File: config.mk
export PLATFORM = sky130hd
export DESIGN_NAME = annexb_to_length_prefixed_nal_unit
export DESIGN_NICKNAME = d
export VERILOG_FILES = /design/src/design/aln_pkg.sv /design/src/design/aln_front.sv /design/src/design/aln_fifo.sv /design/src/design/aln_back.sv /design/src/design/annexb_to_length_prefixed_nal_unit.sv
export SDC_FILE = /design/constraint.sdc
export NUM_CORES = 1
export LEC_CHECK = 0
export BUFFER_PORTS_ARGS = -buffer_cell sky130_fd_sc_hd__clkbuf_2
export CAP_MARGIN = 10
export CORE_MARGIN = 2
export CORE_UTILIZATION = 63
export DETAILED_ROUTE_END_ITERATION = 8
export PLACE_DENSITY = 0.92
export SLEW_MARGIN = 20
export SYNTH_ARGS = -nofsm -noshare
export SYNTH_HDL_FRONTEND = slang
export SYNTH_SLANG_ARGS = --single-unit
File: constraint.sdc
create_clock -name i_clk -period 9.7 [get_ports i_clk]
set_input_delay 0.485 -clock i_clk [delete_from_list [all_inputs] [get_ports i_clk]]
set_output_delay 0.485 -clock i_clk [all_outputs]
set_load 0.01 [all_outputs]
File: src/design/aln_pkg.sv
// ----------------------------------------------------------------------------
// aln_pkg: shared types and constants
// Word layouts, record and error codes, the parse phase and the descriptor
// that travels from the front part to the back part of the converter.
// ----------------------------------------------------------------------------
`timescale 1ns / 1ps
`default_nettype none

package aln_pkg;

    // Capacity of the output buffer in bytes.
    localparam int UNIT_BYTES = 65536;
    // Write pointer width: it can hold the capacity itself.
    localparam int WP_W = $clog2(UNIT_BYTES + 1);
    // Depth of the descriptor queue.
    localparam int Q_DEPTH = 4;
    localparam int Q_AW = $clog2(Q_DEPTH);
    // Highest NAL type that is kept.
    localparam logic [4:0] MAX_KEPT_TYPE = 5'd6;
    // Size of a length slot.
    localparam int SLOT_BYTES = 4;

    typedef enum logic [1:0] {
        KIND_PAYLOAD = 2'd0,
        KIND_LENGTH  = 2'd1,
        KIND_DONE    = 2'd2,
        KIND_ERROR   = 2'd3
    } t_kind;

    typedef enum logic [1:0] {
        ERR_NONE      = 2'd0,
        ERR_FORBIDDEN = 2'd1,
        ERR_NO_START  = 2'd2,
        ERR_OVERFLOW  = 2'd3
    } t_err;

    typedef enum logic [2:0] {
        PH_SEEK   = 3'd0,
        PH_HEADER = 3'd1,
        PH_KEEP   = 3'd2,
        PH_SKIP   = 3'd3,
        PH_ERROR  = 3'd4
    } t_phase;

    typedef struct packed {
        logic [7:0] data_byte;
        logic       last_byte;
    } t_in_word;

    typedef struct packed {
        t_kind       record_kind;
        logic [7:0]  out_byte;
        logic [15:0] write_address;
        logic [16:0] nal_length;
        logic [4:0]  nal_kind;
        t_err        error_code;
        logic        last_result;
    } t_out_word;

    // All records caused by one input byte, in a compact form.
    typedef struct packed {
        logic [2:0]      pay_n;     // payload records
        logic [1:0]      zeros;     // leading zero payloads
        logic [7:0]      data;      // byte after the zeros
        logic [WP_W-1:0] base;      // address of the first payload
        logic [4:0]      ptype;     // NAL type for the payloads
        t_err            err;       // error record after the payloads
        logic            len_v;     // length record present
        logic [15:0]     len_addr;
        logic [16:0]     len_val;
        logic [4:0]      len_type;
        logic            done_v;    // done record present
        logic [16:0]     total;
    } t_desc;

    // Push side of the descriptor queue.
    typedef struct packed {
        logic  push;
        t_desc desc;
    } t_push;

endpackage

`default_nettype wire

File: src/design/aln_front.sv
// ----------------------------------------------------------------------------
// aln_front: start code parser
// Accepts one byte a cycle unless the queue is full; tracks start codes, held
// zeros and buffer addresses; makes each byte one descriptor of its records.
// ----------------------------------------------------------------------------
`timescale 1ns / 1ps
`default_nettype none

module aln_front (
    input  wire logic              i_clk,
    input  wire logic              i_rst_n,
    input  wire logic              i_valid,
    input  wire aln_pkg::t_in_word i_word,
    input  wire logic              i_full,
    output aln_pkg::t_push         o_push
);

    localparam int WP_W = aln_pkg::WP_W;

    aln_pkg::t_phase   r_phase, n_phase, s_phase;
    logic [1:0]        r_held, n_held;
    logic [WP_W-1:0]   r_wp, n_wp, s_wp;
    logic [15:0]       r_slot, n_slot, s_slot;
    logic [16:0]       r_len, n_len, s_len;
    logic [4:0]        r_type, n_type, s_type;

    logic              accept;
    logic [7:0]        byte_v;
    logic              last;
    logic              start;
    logic              hdr_ovf;
    logic [2:0]        need;
    logic [2:0]        fit;
    logic              keep_ovf;
    aln_pkg::t_desc    d;

    assign accept = i_valid && !i_full;
    assign byte_v = i_word.data_byte;
    assign last   = i_word.last_byte;
    assign start  = (byte_v == 8'h01) && (r_held >= 2'd2);

    // A kept header needs its slot and its own byte below capacity.
    assign hdr_ovf = r_wp > WP_W'(aln_pkg::UNIT_BYTES - (aln_pkg::SLOT_BYTES + 1));

    // Payload bytes that still fit: the held zeros plus the byte itself.
    assign need = {1'b0, r_held} + 3'd1;
    always_comb begin
        fit = 3'd0;
        for (int k = 1; k <= 4; k++) begin
            if ((3'(k) <= need) && (r_wp <= WP_W'(aln_pkg::UNIT_BYTES - k))) begin
                fit = 3'(k);
            end
        end
    end
    assign keep_ovf = fit < need;

    // Phase after this byte, and the phase that the next byte sees.
    always_comb begin
        s_phase = r_phase;
        unique case (r_phase)
            aln_pkg::PH_SEEK: begin
                if (byte_v != 8'h00 && start) s_phase = aln_pkg::PH_HEADER;
            end
            aln_pkg::PH_HEADER: begin
                if (byte_v != 8'h00 && !start) begin
                    if (byte_v[7]) begin
                        s_phase = aln_pkg::PH_ERROR;
                    end else if (byte_v[4:0] <= aln_pkg::MAX_KEPT_TYPE) begin
                        s_phase = hdr_ovf ? aln_pkg::PH_ERROR : aln_pkg::PH_KEEP;
                    end else begin
                        s_phase = aln_pkg::PH_SKIP;
                    end
                end
            end
            aln_pkg::PH_KEEP: begin
                if (byte_v != 8'h00) begin
                    if (start) s_phase = aln_pkg::PH_HEADER;
                    else if (keep_ovf) s_phase = aln_pkg::PH_ERROR;
                end
            end
            aln_pkg::PH_SKIP: begin
                if (byte_v != 8'h00 && start) s_phase = aln_pkg::PH_HEADER;
            end
            aln_pkg::PH_ERROR: begin
                s_phase = aln_pkg::PH_ERROR;
            end
            default: begin
                s_phase = aln_pkg::PH_SEEK;
            end
        endcase
        n_phase = last ? aln_pkg::PH_SEEK : s_phase;
    end

    // Counters, addresses and the descriptor for this byte.
    always_comb begin
        n_held = r_held;
        s_wp   = r_wp;
        s_slot = r_slot;
        s_len  = r_len;
        s_type = r_type;
        d      = '0;
        d.err  = aln_pkg::ERR_NONE;

        if (r_phase != aln_pkg::PH_ERROR) begin
            if (byte_v == 8'h00) begin
                n_held = (r_held == 2'd3) ? r_held : r_held + 2'd1;
            end else begin
                n_held = 2'd0;
            end
        end

        unique case (r_phase)
            aln_pkg::PH_HEADER: begin
                if (byte_v != 8'h00 && !start) begin
                    if (byte_v[7]) begin
                        d.err = aln_pkg::ERR_FORBIDDEN;
                    end else begin
                        s_type = byte_v[4:0];
                        if (byte_v[4:0] <= aln_pkg::MAX_KEPT_TYPE) begin
                            if (hdr_ovf) begin
                                d.err = aln_pkg::ERR_OVERFLOW;
                            end else begin
                                s_slot  = 16'(r_wp);
                                s_wp    = r_wp + WP_W'(aln_pkg::SLOT_BYTES + 1);
                                s_len   = 17'd1;
                                d.pay_n = 3'd1;
                                d.data  = byte_v;
                                d.base  = r_wp + WP_W'(aln_pkg::SLOT_BYTES);
                                d.ptype = byte_v[4:0];
                            end
                        end
                    end
                end
            end
            aln_pkg::PH_KEEP: begin
                if (byte_v != 8'h00) begin
                    if (start) begin
                        d.len_v    = 1'b1;
                        d.len_addr = r_slot;
                        d.len_val  = r_len;
                        d.len_type = r_type;
                    end else begin
                        s_wp    = r_wp + WP_W'(fit);
                        s_len   = r_len + 17'(fit);
                        d.pay_n = fit;
                        d.zeros = r_held;
                        d.data  = byte_v;
                        d.base  = r_wp;
                        d.ptype = r_type;
                        if (keep_ovf) d.err = aln_pkg::ERR_OVERFLOW;
                    end
                end
            end
            aln_pkg::PH_SEEK, aln_pkg::PH_SKIP, aln_pkg::PH_ERROR: begin
            end
            default: begin
            end
        endcase

        // At unit end: close the NAL and report the total or a missing start.
        if (last) begin
            if (s_phase == aln_pkg::PH_SEEK) begin
                d.err = aln_pkg::ERR_NO_START;
            end else if (s_phase != aln_pkg::PH_ERROR) begin
                if (s_phase == aln_pkg::PH_KEEP) begin
                    d.len_v    = 1'b1;
                    d.len_addr = s_slot;
                    d.len_val  = s_len;
                    d.len_type = s_type;
                end
                d.done_v = 1'b1;
                d.total  = 17'(s_wp);
            end
            n_held = 2'd0;
            n_wp   = '0;
            n_slot = '0;
            n_len  = '0;
            n_type = '0;
        end else begin
            n_wp   = s_wp;
            n_slot = s_slot;
            n_len  = s_len;
            n_type = s_type;
        end
    end

    always_ff @(posedge i_clk) begin
        if (!i_rst_n) begin
            r_phase <= aln_pkg::PH_SEEK;
            r_held  <= '0;
            r_wp    <= '0;
            r_slot  <= '0;
            r_len   <= '0;
            r_type  <= '0;
        end else if (accept) begin
            r_phase <= n_phase;
            r_held  <= n_held;
            r_wp    <= n_wp;
            r_slot  <= n_slot;
            r_len   <= n_len;
            r_type  <= n_type;
        end
    end

    // Only bytes that cause a record enter the queue.
    assign o_push.push = accept && ((d.pay_n != 3'd0) || (d.err != aln_pkg::ERR_NONE)
                                    || d.len_v || d.done_v);
    assign o_push.desc = d;

endmodule

`default_nettype wire

File: src/design/aln_fifo.sv
// ----------------------------------------------------------------------------
// aln_fifo: descriptor queue
// A short queue that lets the parser run ahead while records drain.
// ----------------------------------------------------------------------------
`timescale 1ns / 1ps
`default_nettype none

module aln_fifo (
    input  wire logic           i_clk,
    input  wire logic           i_rst_n,
    input  wire aln_pkg::t_push i_push,
    input  wire logic           i_pop,
    output logic                o_full,
    output logic                o_avail,
    output aln_pkg::t_desc      o_head
);

    localparam int AW = aln_pkg::Q_AW;

    aln_pkg::t_desc    r_mem [aln_pkg::Q_DEPTH];
    logic [AW-1:0]     r_wr, r_rd;
    logic [AW:0]       r_cnt, n_cnt;
    logic              do_pop;

    assign o_full  = r_cnt == (AW + 1)'(aln_pkg::Q_DEPTH);
    assign o_avail = r_cnt != '0;
    assign o_head  = r_mem[r_rd];
    assign do_pop  = i_pop && o_avail;

    // Occupancy follows pushes and pops.
    always_comb begin
        n_cnt = r_cnt;
        if (i_push.push && !do_pop) n_cnt = r_cnt + 1'b1;
        else if (!i_push.push && do_pop) n_cnt = r_cnt - 1'b1;
    end

    always_ff @(posedge i_clk) begin
        if (!i_rst_n) begin
            r_wr  <= '0;
            r_rd  <= '0;
            r_cnt <= '0;
        end else begin
            r_cnt <= n_cnt;
            if (i_push.push) r_wr <= r_wr + 1'b1;
            if (do_pop) r_rd <= r_rd + 1'b1;
        end
    end

    // Entry storage.
    always_ff @(posedge i_clk) begin
        if (i_push.push) r_mem[r_wr] <= i_push.desc;
    end

endmodule

`default_nettype wire

File: src/design/aln_back.sv
// ----------------------------------------------------------------------------
// aln_back: record sequencer
// Expands the descriptor at the head of the queue into output words,
// one a cycle unless the output stalls, into a registered output stage.
// ----------------------------------------------------------------------------
`timescale 1ns / 1ps
`default_nettype none

module aln_back (
    input  wire logic           i_clk,
    input  wire logic           i_rst_n,
    input  wire logic           i_avail,
    input  wire aln_pkg::t_desc i_head,
    output logic                o_pop,
    output logic                o_valid,
    output aln_pkg::t_out_word  o_word,
    input  wire logic           i_stall
);

    localparam int WP_W = aln_pkg::WP_W;

    logic [2:0]          r_j, n_j;
    logic                r_ov;
    aln_pkg::t_out_word  r_word;
    aln_pkg::t_out_word  rec;
    logic [2:0]          total;
    logic [2:0]          err_pos;
    logic                err_v;
    logic                load;
    logic                is_last;

    assign err_v   = i_head.err != aln_pkg::ERR_NONE;
    assign total   = i_head.pay_n + 3'(err_v) + 3'(i_head.len_v) + 3'(i_head.done_v);
    assign err_pos = i_head.pay_n + 3'(err_v);
    assign is_last = r_j == (total - 3'd1);
    assign load    = i_avail && (!r_ov || !i_stall);
    assign o_pop   = load && is_last;
    assign n_j     = is_last ? 3'd0 : r_j + 3'd1;

    // Record at the current position: payloads, error, length, done.
    always_comb begin
        rec            = '0;
        rec.error_code = aln_pkg::ERR_NONE;
        rec.last_result = is_last;
        priority if (r_j < i_head.pay_n) begin
            rec.record_kind   = aln_pkg::KIND_PAYLOAD;
            rec.out_byte      = ({1'b0, r_j} < {2'b00, i_head.zeros}) ? 8'h00 : i_head.data;
            rec.write_address = 16'(i_head.base + WP_W'(r_j));
            rec.nal_kind      = i_head.ptype;
        end else if (err_v && r_j == i_head.pay_n) begin
            rec.record_kind = aln_pkg::KIND_ERROR;
            rec.error_code  = i_head.err;
        end else if (i_head.len_v && r_j == err_pos) begin
            rec.record_kind   = aln_pkg::KIND_LENGTH;
            rec.write_address = i_head.len_addr;
            rec.nal_length    = i_head.len_val;
            rec.nal_kind      = i_head.len_type;
        end else begin
            rec.record_kind = aln_pkg::KIND_DONE;
            rec.nal_length  = i_head.total;
        end
    end

    // Output stage and position counter.
    always_ff @(posedge i_clk) begin
        if (!i_rst_n) begin
            r_ov <= 1'b0;
            r_j  <= '0;
        end else if (load) begin
            r_ov <= 1'b1;
            r_j  <= n_j;
        end else if (!i_stall) begin
            r_ov <= 1'b0;
        end
    end

    always_ff @(posedge i_clk) begin
        if (load) r_word <= rec;
    end

    assign o_valid = r_ov;
    assign o_word  = r_word;

endmodule

`default_nettype wire

File: src/design/annexb_to_length_prefixed_nal_unit.sv
// ----------------------------------------------------------------------------
// annexb_to_length_prefixed_nal_unit: Annex B to length-prefixed NAL converter
// Parses an access unit byte by byte and emits buffer write records.
// ----------------------------------------------------------------------------
// The block takes one access unit byte per cycle unless the input stalls. A
// byte that causes at most one record passes at that rate; a byte that causes
// several (held zeros released, a closing length record and the done record)
// keeps the record sequencer busy for its records in turn, up to six. The
// parser and the sequencer are joined by a four-entry descriptor queue, so
// the input stalls only once four bursts are waiting; sustained throughput is
// set by the sequencer's one record a cycle while the output is not stalled.
// Results leave a registered output stage. No clearing pass follows reset.
`timescale 1ns / 1ps
`default_nettype none

module annexb_to_length_prefixed_nal_unit (
    input  wire logic               i_clk,
    input  wire logic               i_rst_n,
    input  wire logic               i_in_valid,
    input  wire aln_pkg::t_in_word  i_in_word,
    output logic                    o_in_stall,
    output logic                    o_out_valid,
    output aln_pkg::t_out_word      o_out_word,
    input  wire logic               i_out_stall
);

    aln_pkg::t_push  push;
    aln_pkg::t_desc  head;
    logic            full;
    logic            avail;
    logic            pop;

    assign o_in_stall = full;

    // Parser: classifies each word.
    aln_front u_front (
        .i_clk   (i_clk),
        .i_rst_n (i_rst_n),
        .i_valid (i_in_valid),
        .i_word  (i_in_word),
        .i_full  (full),
        .o_push  (push)
    );

    // Queue between parser and sequencer.
    aln_fifo u_fifo (
        .i_clk   (i_clk),
        .i_rst_n (i_rst_n),
        .i_push  (push),
        .i_pop   (pop),
        .o_full  (full),
        .o_avail (avail),
        .o_head  (head)
    );

    // Sequencer: one output word a cycle unless the output stalls.
    aln_back u_back (
        .i_clk   (i_clk),
        .i_rst_n (i_rst_n),
        .i_avail (avail),
        .i_head  (head),
        .o_pop   (pop),
        .o_valid (o_out_valid),
        .o_word  (o_out_word),
        .i_stall (i_out_stall)
    );

endmodule

`default_nettype wire

==> Yosys cells after proc, flatten, opt, wreduce, memory -nomap -nowiden <==
Memory sizes are Yosys's and may differ from the RTL's. A register that Yosys moved wholly into a read port is not among the register bits.
Cells that the tools add are included.
{ "op_classes": {"add_sub_neg": 16, "n_lt_le_gt_ge": 14, "eq_ne": 15, "mux": 84, "n_bitwise": 2, "n_reduce_logical": 41} }
{ "ops": {"columns": ["cell", "count"], "rows": [
  ["2-to-1 mux 17 bit", 15],
  ["2-to-1 mux 16 bit", 8],
  ["2-to-1 mux 39 bit", 3],
  ["2-to-1 mux 57 bit", 2],
  ["2-to-1 mux 76 bit", 1],
  ["<= comparator 17 x 16 -> 1 bit (second input constant)", 4],
  ["one-hot mux 17 bit (2 select lines)", 2],
  ["one-hot mux 32 bit (2 select lines)", 1],
  ["2-to-1 mux 59 bit", 1],
  ["2-to-1 mux 3 bit", 16],
  ["2-to-1 mux 38 bit", 1],
  ["2-to-1 mux 37 bit", 1],
  ["adder 17 x 3 -> 17 bit", 2],
  ["adder 17 x 3 -> 17 bit (second input constant)", 2],
  ["2-to-1 mux 32 bit", 1],
  ["2-to-1 mux 31 bit", 1],
  ["2-to-1 mux 2 bit", 15],
  ["2-to-1 mux 30 bit", 1],
  ["2-to-1 mux 5 bit", 6],
  ["2-to-1 mux 29 bit", 1],
  ["> comparator 17 x 16 -> 1 bit (second input constant)", 1],
  ["adder 16 x 3 -> 16 bit", 1],
  ["logical AND 1 bit", 16],
  ["one-hot mux 3 bit (4 select lines)", 1],
  ["32 further kinds", 69]
]} }
{ "totals": {"reg_bits": 122, "mem_bits_rw": 376, "out_inout_bits": 53, "memories": 1} }
{ "mem_list": {"columns": ["name", "words", "width", "rd", "rd_clocked_by_memory_dff", "wr", "line_no", "source"], "rows": [
  ["u_fifo.r_mem", 4, 94, 1, 1, 1, "aln_fifo.sv:20", "aln_pkg::t_desc r_mem [aln_pkg::Q_DEPTH];"]
]} }

==> Depth between registers and ports, before layout <==
{ "logic_depth": {"word_depth": 26, "depth_mapped": 22, "ltp_nobuf": 22} }

==> Hierarchy <==
Synthesis repeated with hierarchy kept, for this count alone.
{ "unflattened": {"hier_cells": 1491, "hier_area_um2": 22268.9} }
{ "modules_own_cells": {"columns": ["module", "instances", "cells_each", "area_each_um2"], "rows": [
  ["aln_fifo", 1, 534, 14083.5],
  ["aln_front", 1, 734, 5282.6],
  ["aln_back", 1, 223, 2902.8]
]} }

==> Worst setup path after synthesis <==
OpenSTA, ideal clock, no wires.
{ "synth_timing": {"kind": "register to register", "from": "register u_front.r_wp[3]", "to": "memory u_fifo.r_mem[0][0] in the netlist's numbering, enable pin", "setup_ns": 0.462, "t_arrival_ns": 5.523, "t_required_ns": 9.238, "path_slack_ns": 3.715, "path_stages_with_launch": 17, "path_buffers": 1, "period_less_slack_ns": 5.985, "path_cell_list": "dfxtp_1 > buf_1 > nand4_1 > o41ai_1 > a41o_1 > nand3_1 > nand2_1 > inv_1 > ha_1 > nand3_1 > nand2_1 > o311ai_0 > nand3_1 > o21bai_1 > o311a_1 > a31oi_4 > and2_1"} }
{ "synth_rtl": {"columns": ["element", "line_no", "source"], "rows": [
  ["from (decl)", "aln_front.sv:22", "logic [WP_W-1:0] r_wp, n_wp, s_wp;"],
  ["from (signal assigned)", "aln_front.sv:198", "r_wp <= n_wp;"],
  ["to (decl)", "aln_fifo.sv:20", null]
]} }

==> run summary <==
FLOORPLAN
----------------------------------------------------------------------------------
Standard cell core area                                                34300 sq um
Die Span X                                                             190 microns
Count of pins on the block boundary                                             66
Number of rows created at floorplan                                             68
Effective utilization at floorplan                                           0.635
Area enclosed by the die boundary                                      36100 sq um
Die H                                                                  190 microns

TIMING
----------------------------------------------------------------------------------
Maximum operating frequency                                                167 MHz
Setup repair after global routing missed its margin                             no
Share of the cycle needed by the critical path after routing                 0.618
Slew @ Worst Pin                                                           1.10 ns
Post-Route Skew                                                          0.0334 ns
Headroom to the max-slew limit                                               0.262
Sum of negative setup slack                                                   0 ns
Min cycle time layout                                                      5.99 ns
Final Hold Violating Endpoints                                                   0
Worst setup slack after layout                                             3.71 ns
Setup Viol. Count Final                                                          0
Fin. max-slew vios                                                               0

CLOCKING
----------------------------------------------------------------------------------
Post-CTS Resized                                                                 0
Max clock buf depth                                                              3
Clock transition at the registers of the reported paths                    0.07 ns
Root Driver                                                           sky130_fd_sc_hd__clkbuf_16
Total setup buffers inserted after CTS                                           0
Number of clock buffers inserted by TritonCTS                                   48
H-tree levels                                                                    2
Number of sinks on the clock net                                               496
Hold buffer count at CTS                                                         0
TritonCTS clock tree                                                           yes
Clock latency reported for the late side of the worst-skew pair            0.57 ns

GLOBAL ROUTE
----------------------------------------------------------------------------------
Largest net degree at the start of global routing                               59
Global routing met1 resource utilization                                     0.403
M3 GR Usage                                                                 0.0657
Number of global-route vias before repair                                    13900
First-pass GRT wire length                                                 81.3 mm
Met2 track demand over resource in global routing                            0.489
Total global routing overflow                                                    0
Overall fraction of global-route tracks in use                               0.299
Layer carrying the most global-route usage                                    met2
Initial antenna violation count                                                  2

WORST SETUP PATH
----------------------------------------------------------------------------------
Dominant delay contributor by cell family on the critical path        compound AO/OA/AOI/OAI gates
Crit. End Element                                                             flop
Cell with the largest stage delay on the worst path                   sky130_fd_sc_hd__buf_4
Critical path's largest stage delay                                        0.75 ns
Data arrival time of the critical path                                     6.17 ns
Crit path max fanout                                                            52
Critical Setup Path Class                                             flop to flop
Number of buffer and inverter stages on the critical path                        2
Required time of the critical path                                         9.88 ns
Kind of start point of the critical path                                      flop
CP Cell Sequence                                                      and3_1 > nand4_1 > o31ai_2 > nand2_1 > inv_1 > ha_1 > nand3_1 > nand2_1 > o311ai_0 > nand3_1 > o21bai_1 > o311a_1 > a31oi_4 > and2_4 > buf_4

POWER AND IR DROP
----------------------------------------------------------------------------------
Total power density per cell area                                      218 nW/um^2
Cell leakage power                                                         7.99 nW
Peak supply drop                                                          0.236 mV

SYNTHESIS
----------------------------------------------------------------------------------
Area fraction in compound gates after synthesis                             0.0935
Main synth FF type                                                    sky130_fd_sc_hd__edfxtp_1
Number of synthesized flops with an enable pin                                 423
Asr flop ratio synth                                                             0
Proportion of synthesized chip area in sequential cells                      0.650
Multiplexer area fraction after synthesis                                    0.106
Library cells used by synthesis                                                 76
Area share of the largest cell type after synthesis                          0.583
Cell type with the highest aggregate area in the netlist              sky130_fd_sc_hd__edfxtp_1
XOR/XNOR Fraction of Synth Area                                             0.0169
Cells after Synth                                                             1497
Cell with the most instances after synthesis                          sky130_fd_sc_hd__edfxtp_1
List of most frequent post-synthesis cells                            423 x sky130_fd_sc_hd__edfxtp_1, 145 x sky130_fd_sc_hd__nor2_1, 92 x sky130_fd_sc_hd__mux4_2, 83 x sky130_fd_sc_hd__nand2_1, 82 x sky130_fd_sc_hd__o21ai_0
#FFs+latches synth                                                             496
Post-synthesis simple-gate area fraction                                    0.0854
Adder and majority gate portion of the synthesized area                     0.0247
Largest family of logic cells by synthesized area                     multiplexers
Warnings from Yosys                                                              0
Synth top area cells                                                  sky130_fd_sc_hd__edfxtp_1 58%, sky130_fd_sc_hd__mux4_2 9.5%, sky130_fd_sc_hd__dfxtp_1 6.7%
Avg Synthesized Cell Area                                               14.5 sq um
Post-Synthesis Net Count                                                      1550
Cell Area, Synth                                                       21800 sq um

PLACED DESIGN
----------------------------------------------------------------------------------
Port bufs                                                                       65
GP Congestion                                                                0.974
Placed wire-length estimate after detailed placement                       32.8 mm
Placement Cell Area                                                    22500 sq um
Placement-stage worst setup slack                                          3.91 ns

FINISH
----------------------------------------------------------------------------------
Area growth syn-to-layout                                                    11.2%
Share of post-route cells with drive strength above 1                        0.185
Count of fill cells added during filler insertion                             2087
Area of all sequential standard cells                                  14200 sq um
Multi-input combinational cell area                                     7160 sq um
Post-route design area                                                 24200 sq um
Count of nets after finishing                                                 1599

ROUTE
----------------------------------------------------------------------------------
DRT Pass-1 Iters                                                                 7
Post-DR vias/cell                                                             6.90
Average wire per standard cell                                        26.0 microns
Final routed DRC violation total                                                 0
Total vias in the final route                                                14100
Detailed Route WL                                                          53.1 mm
Remaining number of nets flagged by the antenna check after routing              0
Violation count after the first detailed-routing iteration                    2521

FLOW RUN
----------------------------------------------------------------------------------
Max_cap viols                                                                    0

OUTCOME
----------------------------------------------------------------------------------
Run status                                                            finished, final reports clean

HOLD PATH
----------------------------------------------------------------------------------
Class of the worst hold path                                          input pin to flop

-- worst min-delay path, delay by kind of cell --
kind | cells | cell delay, ns
AND/OR/NAND/NOR | 1 | 0.07
AO/OA/AOI/OAI | 1 | 0.06
buffers and inverters | 1 | 0.11
-- worst paths after layout --
check,from,to,slack [ns],cells after the start
hold / removal,i_out_stall,u_back.o_valid$_SDFFE_PN0P_,0.21,3
setup reg to reg,u_front.r_wp[8]$_SDFFE_PN0P_,u_fifo.r_mem[1][87]$_DFFE_PP_,3.71,15
setup / recovery,u_front.r_wp[8]$_SDFFE_PN0P_,u_fifo.r_mem[1][87]$_DFFE_PP_,3.71,15
hold reg to reg,u_fifo.r_cnt[2]$_SDFFE_PN0P_,u_fifo.r_cnt[2]$_SDFFE_PN0P_,0.51,2
-- logic make-up (layout without fill, tap and decap cells) --
| logic type | count (synthesis) | in the layout |
|---|---|---|
| flops | 496 | 496 |
| simple gates | 384 | 384 |
| compound gates | 292 | 292 |
| buf+inv | 128 | 217 |
| mux | 115 | 115 |
| xor+xnor | 42 | 42 |
| fa+ha+maj | 40 | 40 |
| other cells | 0 | 1 |
-- layout make-up --
type                    count  area share
clock inverters            20      0.0111
multi-input cells         873       0.296
repair buffers             88      0.0206
clock buffers              70      0.0580
flip-flops and latches    496       0.585
diodes                      1    0.000103
inverters                  39     0.00604
well taps                 455      0.0235
-- metal layers --
layer / up-vias / part of all wire
met2: 1062 / 0.48
li1: 5928 / -
met3: 218 / 0.11
met4: 2 / 0.040
met5: - / 0.00024
met1: 6883 / 0.37
-- layout by cell type, fill, tap and decap left out, types with 8 or more instances in the layout --
cell | Yosys | final
sky130_fd_sc_hd__nand3_1 | 16 | 16
sky130_fd_sc_hd__dfxtp_1 | 73 | 71
sky130_fd_sc_hd__nor2b_1 | 12 | 12
sky130_fd_sc_hd__mux4_2 | 92 | 92
sky130_fd_sc_hd__or3_1 | 9 | 9
sky130_fd_sc_hd__nor2_1 | 145 | 145
sky130_fd_sc_hd__nand2b_1 | 8 | 8
sky130_fd_sc_hd__a22oi_1 | 39 | 39
sky130_fd_sc_hd__a22o_1 | 36 | 36
sky130_fd_sc_hd__clkbuf_2 | 0 | 65
sky130_fd_sc_hd__xnor2_1 | 21 | 21
sky130_fd_sc_hd__buf_4 | 1 | 23
sky130_fd_sc_hd__xor2_1 | 21 | 21
sky130_fd_sc_hd__o21ai_0 | 82 | 82
sky130_fd_sc_hd__nand2_1 | 83 | 83
sky130_fd_sc_hd__edfxtp_1 | 423 | 423
sky130_fd_sc_hd__and2_1 | 14 | 10
sky130_fd_sc_hd__mux2i_1 | 21 | 21
sky130_fd_sc_hd__clkbuf_1 | 56 | 11
sky130_fd_sc_hd__o31ai_1 | 9 | 8
sky130_fd_sc_hd__and3_1 | 18 | 18
sky130_fd_sc_hd__nand4_1 | 18 | 18
sky130_fd_sc_hd__ha_1 | 35 | 35
sky130_fd_sc_hd__a21oi_1 | 42 | 41
sky130_fd_sc_hd__nor3_1 | 23 | 23
sky130_fd_sc_hd__clkbuf_16 | 0 | 49
sky130_fd_sc_hd__a31oi_1 | 16 | 16
sky130_fd_sc_hd__a2bb2oi_1 | 8 | 8
sky130_fd_sc_hd__clkbuf_8 | 0 | 10
sky130_fd_sc_hd__a21o_1 | 8 | 8
sky130_fd_sc_hd__inv_1 | 37 | 36
-- where the power goes --
part	internal [W]	switching, W	total (W)
clock	0.00117	0.000790	0.00196
sequential	0.00253	0.0000697	0.00260
combinational	0.000272	0.000449	0.000721
-- sequential cells by signal, indices dropped and copies added, names as in the netlist, 3 cells and up, named ones only --
| signal | cells |
|---|---|
| u_back.o_word | 51 |
| u_back.r_j | 3 |
| u_fifo.r_cnt | 3 |
| u_fifo.r_mem | 372 |
| u_front.r_len | 17 |
| u_front.r_phase | 3 |
| u_front.r_slot | 16 |
| u_front.r_type | 5 |
| u_front.r_wp | 17 |
-- stage by stage --
stage	hold WS [ns]	utilization	instances	power [W]
after CTS	0.196	0.706	2041	0.00530
after detailed placement	0.495	0.657	1951	0.00336
after global placement	0.483	0.657	1951	0.00333
after floorplan	0.467	-	1497	0.00308
final	0.207	0.706	2042	0.00528
after global routing	0.228	0.706	2041	0.00544
Power figures use the tool's default switching activity.
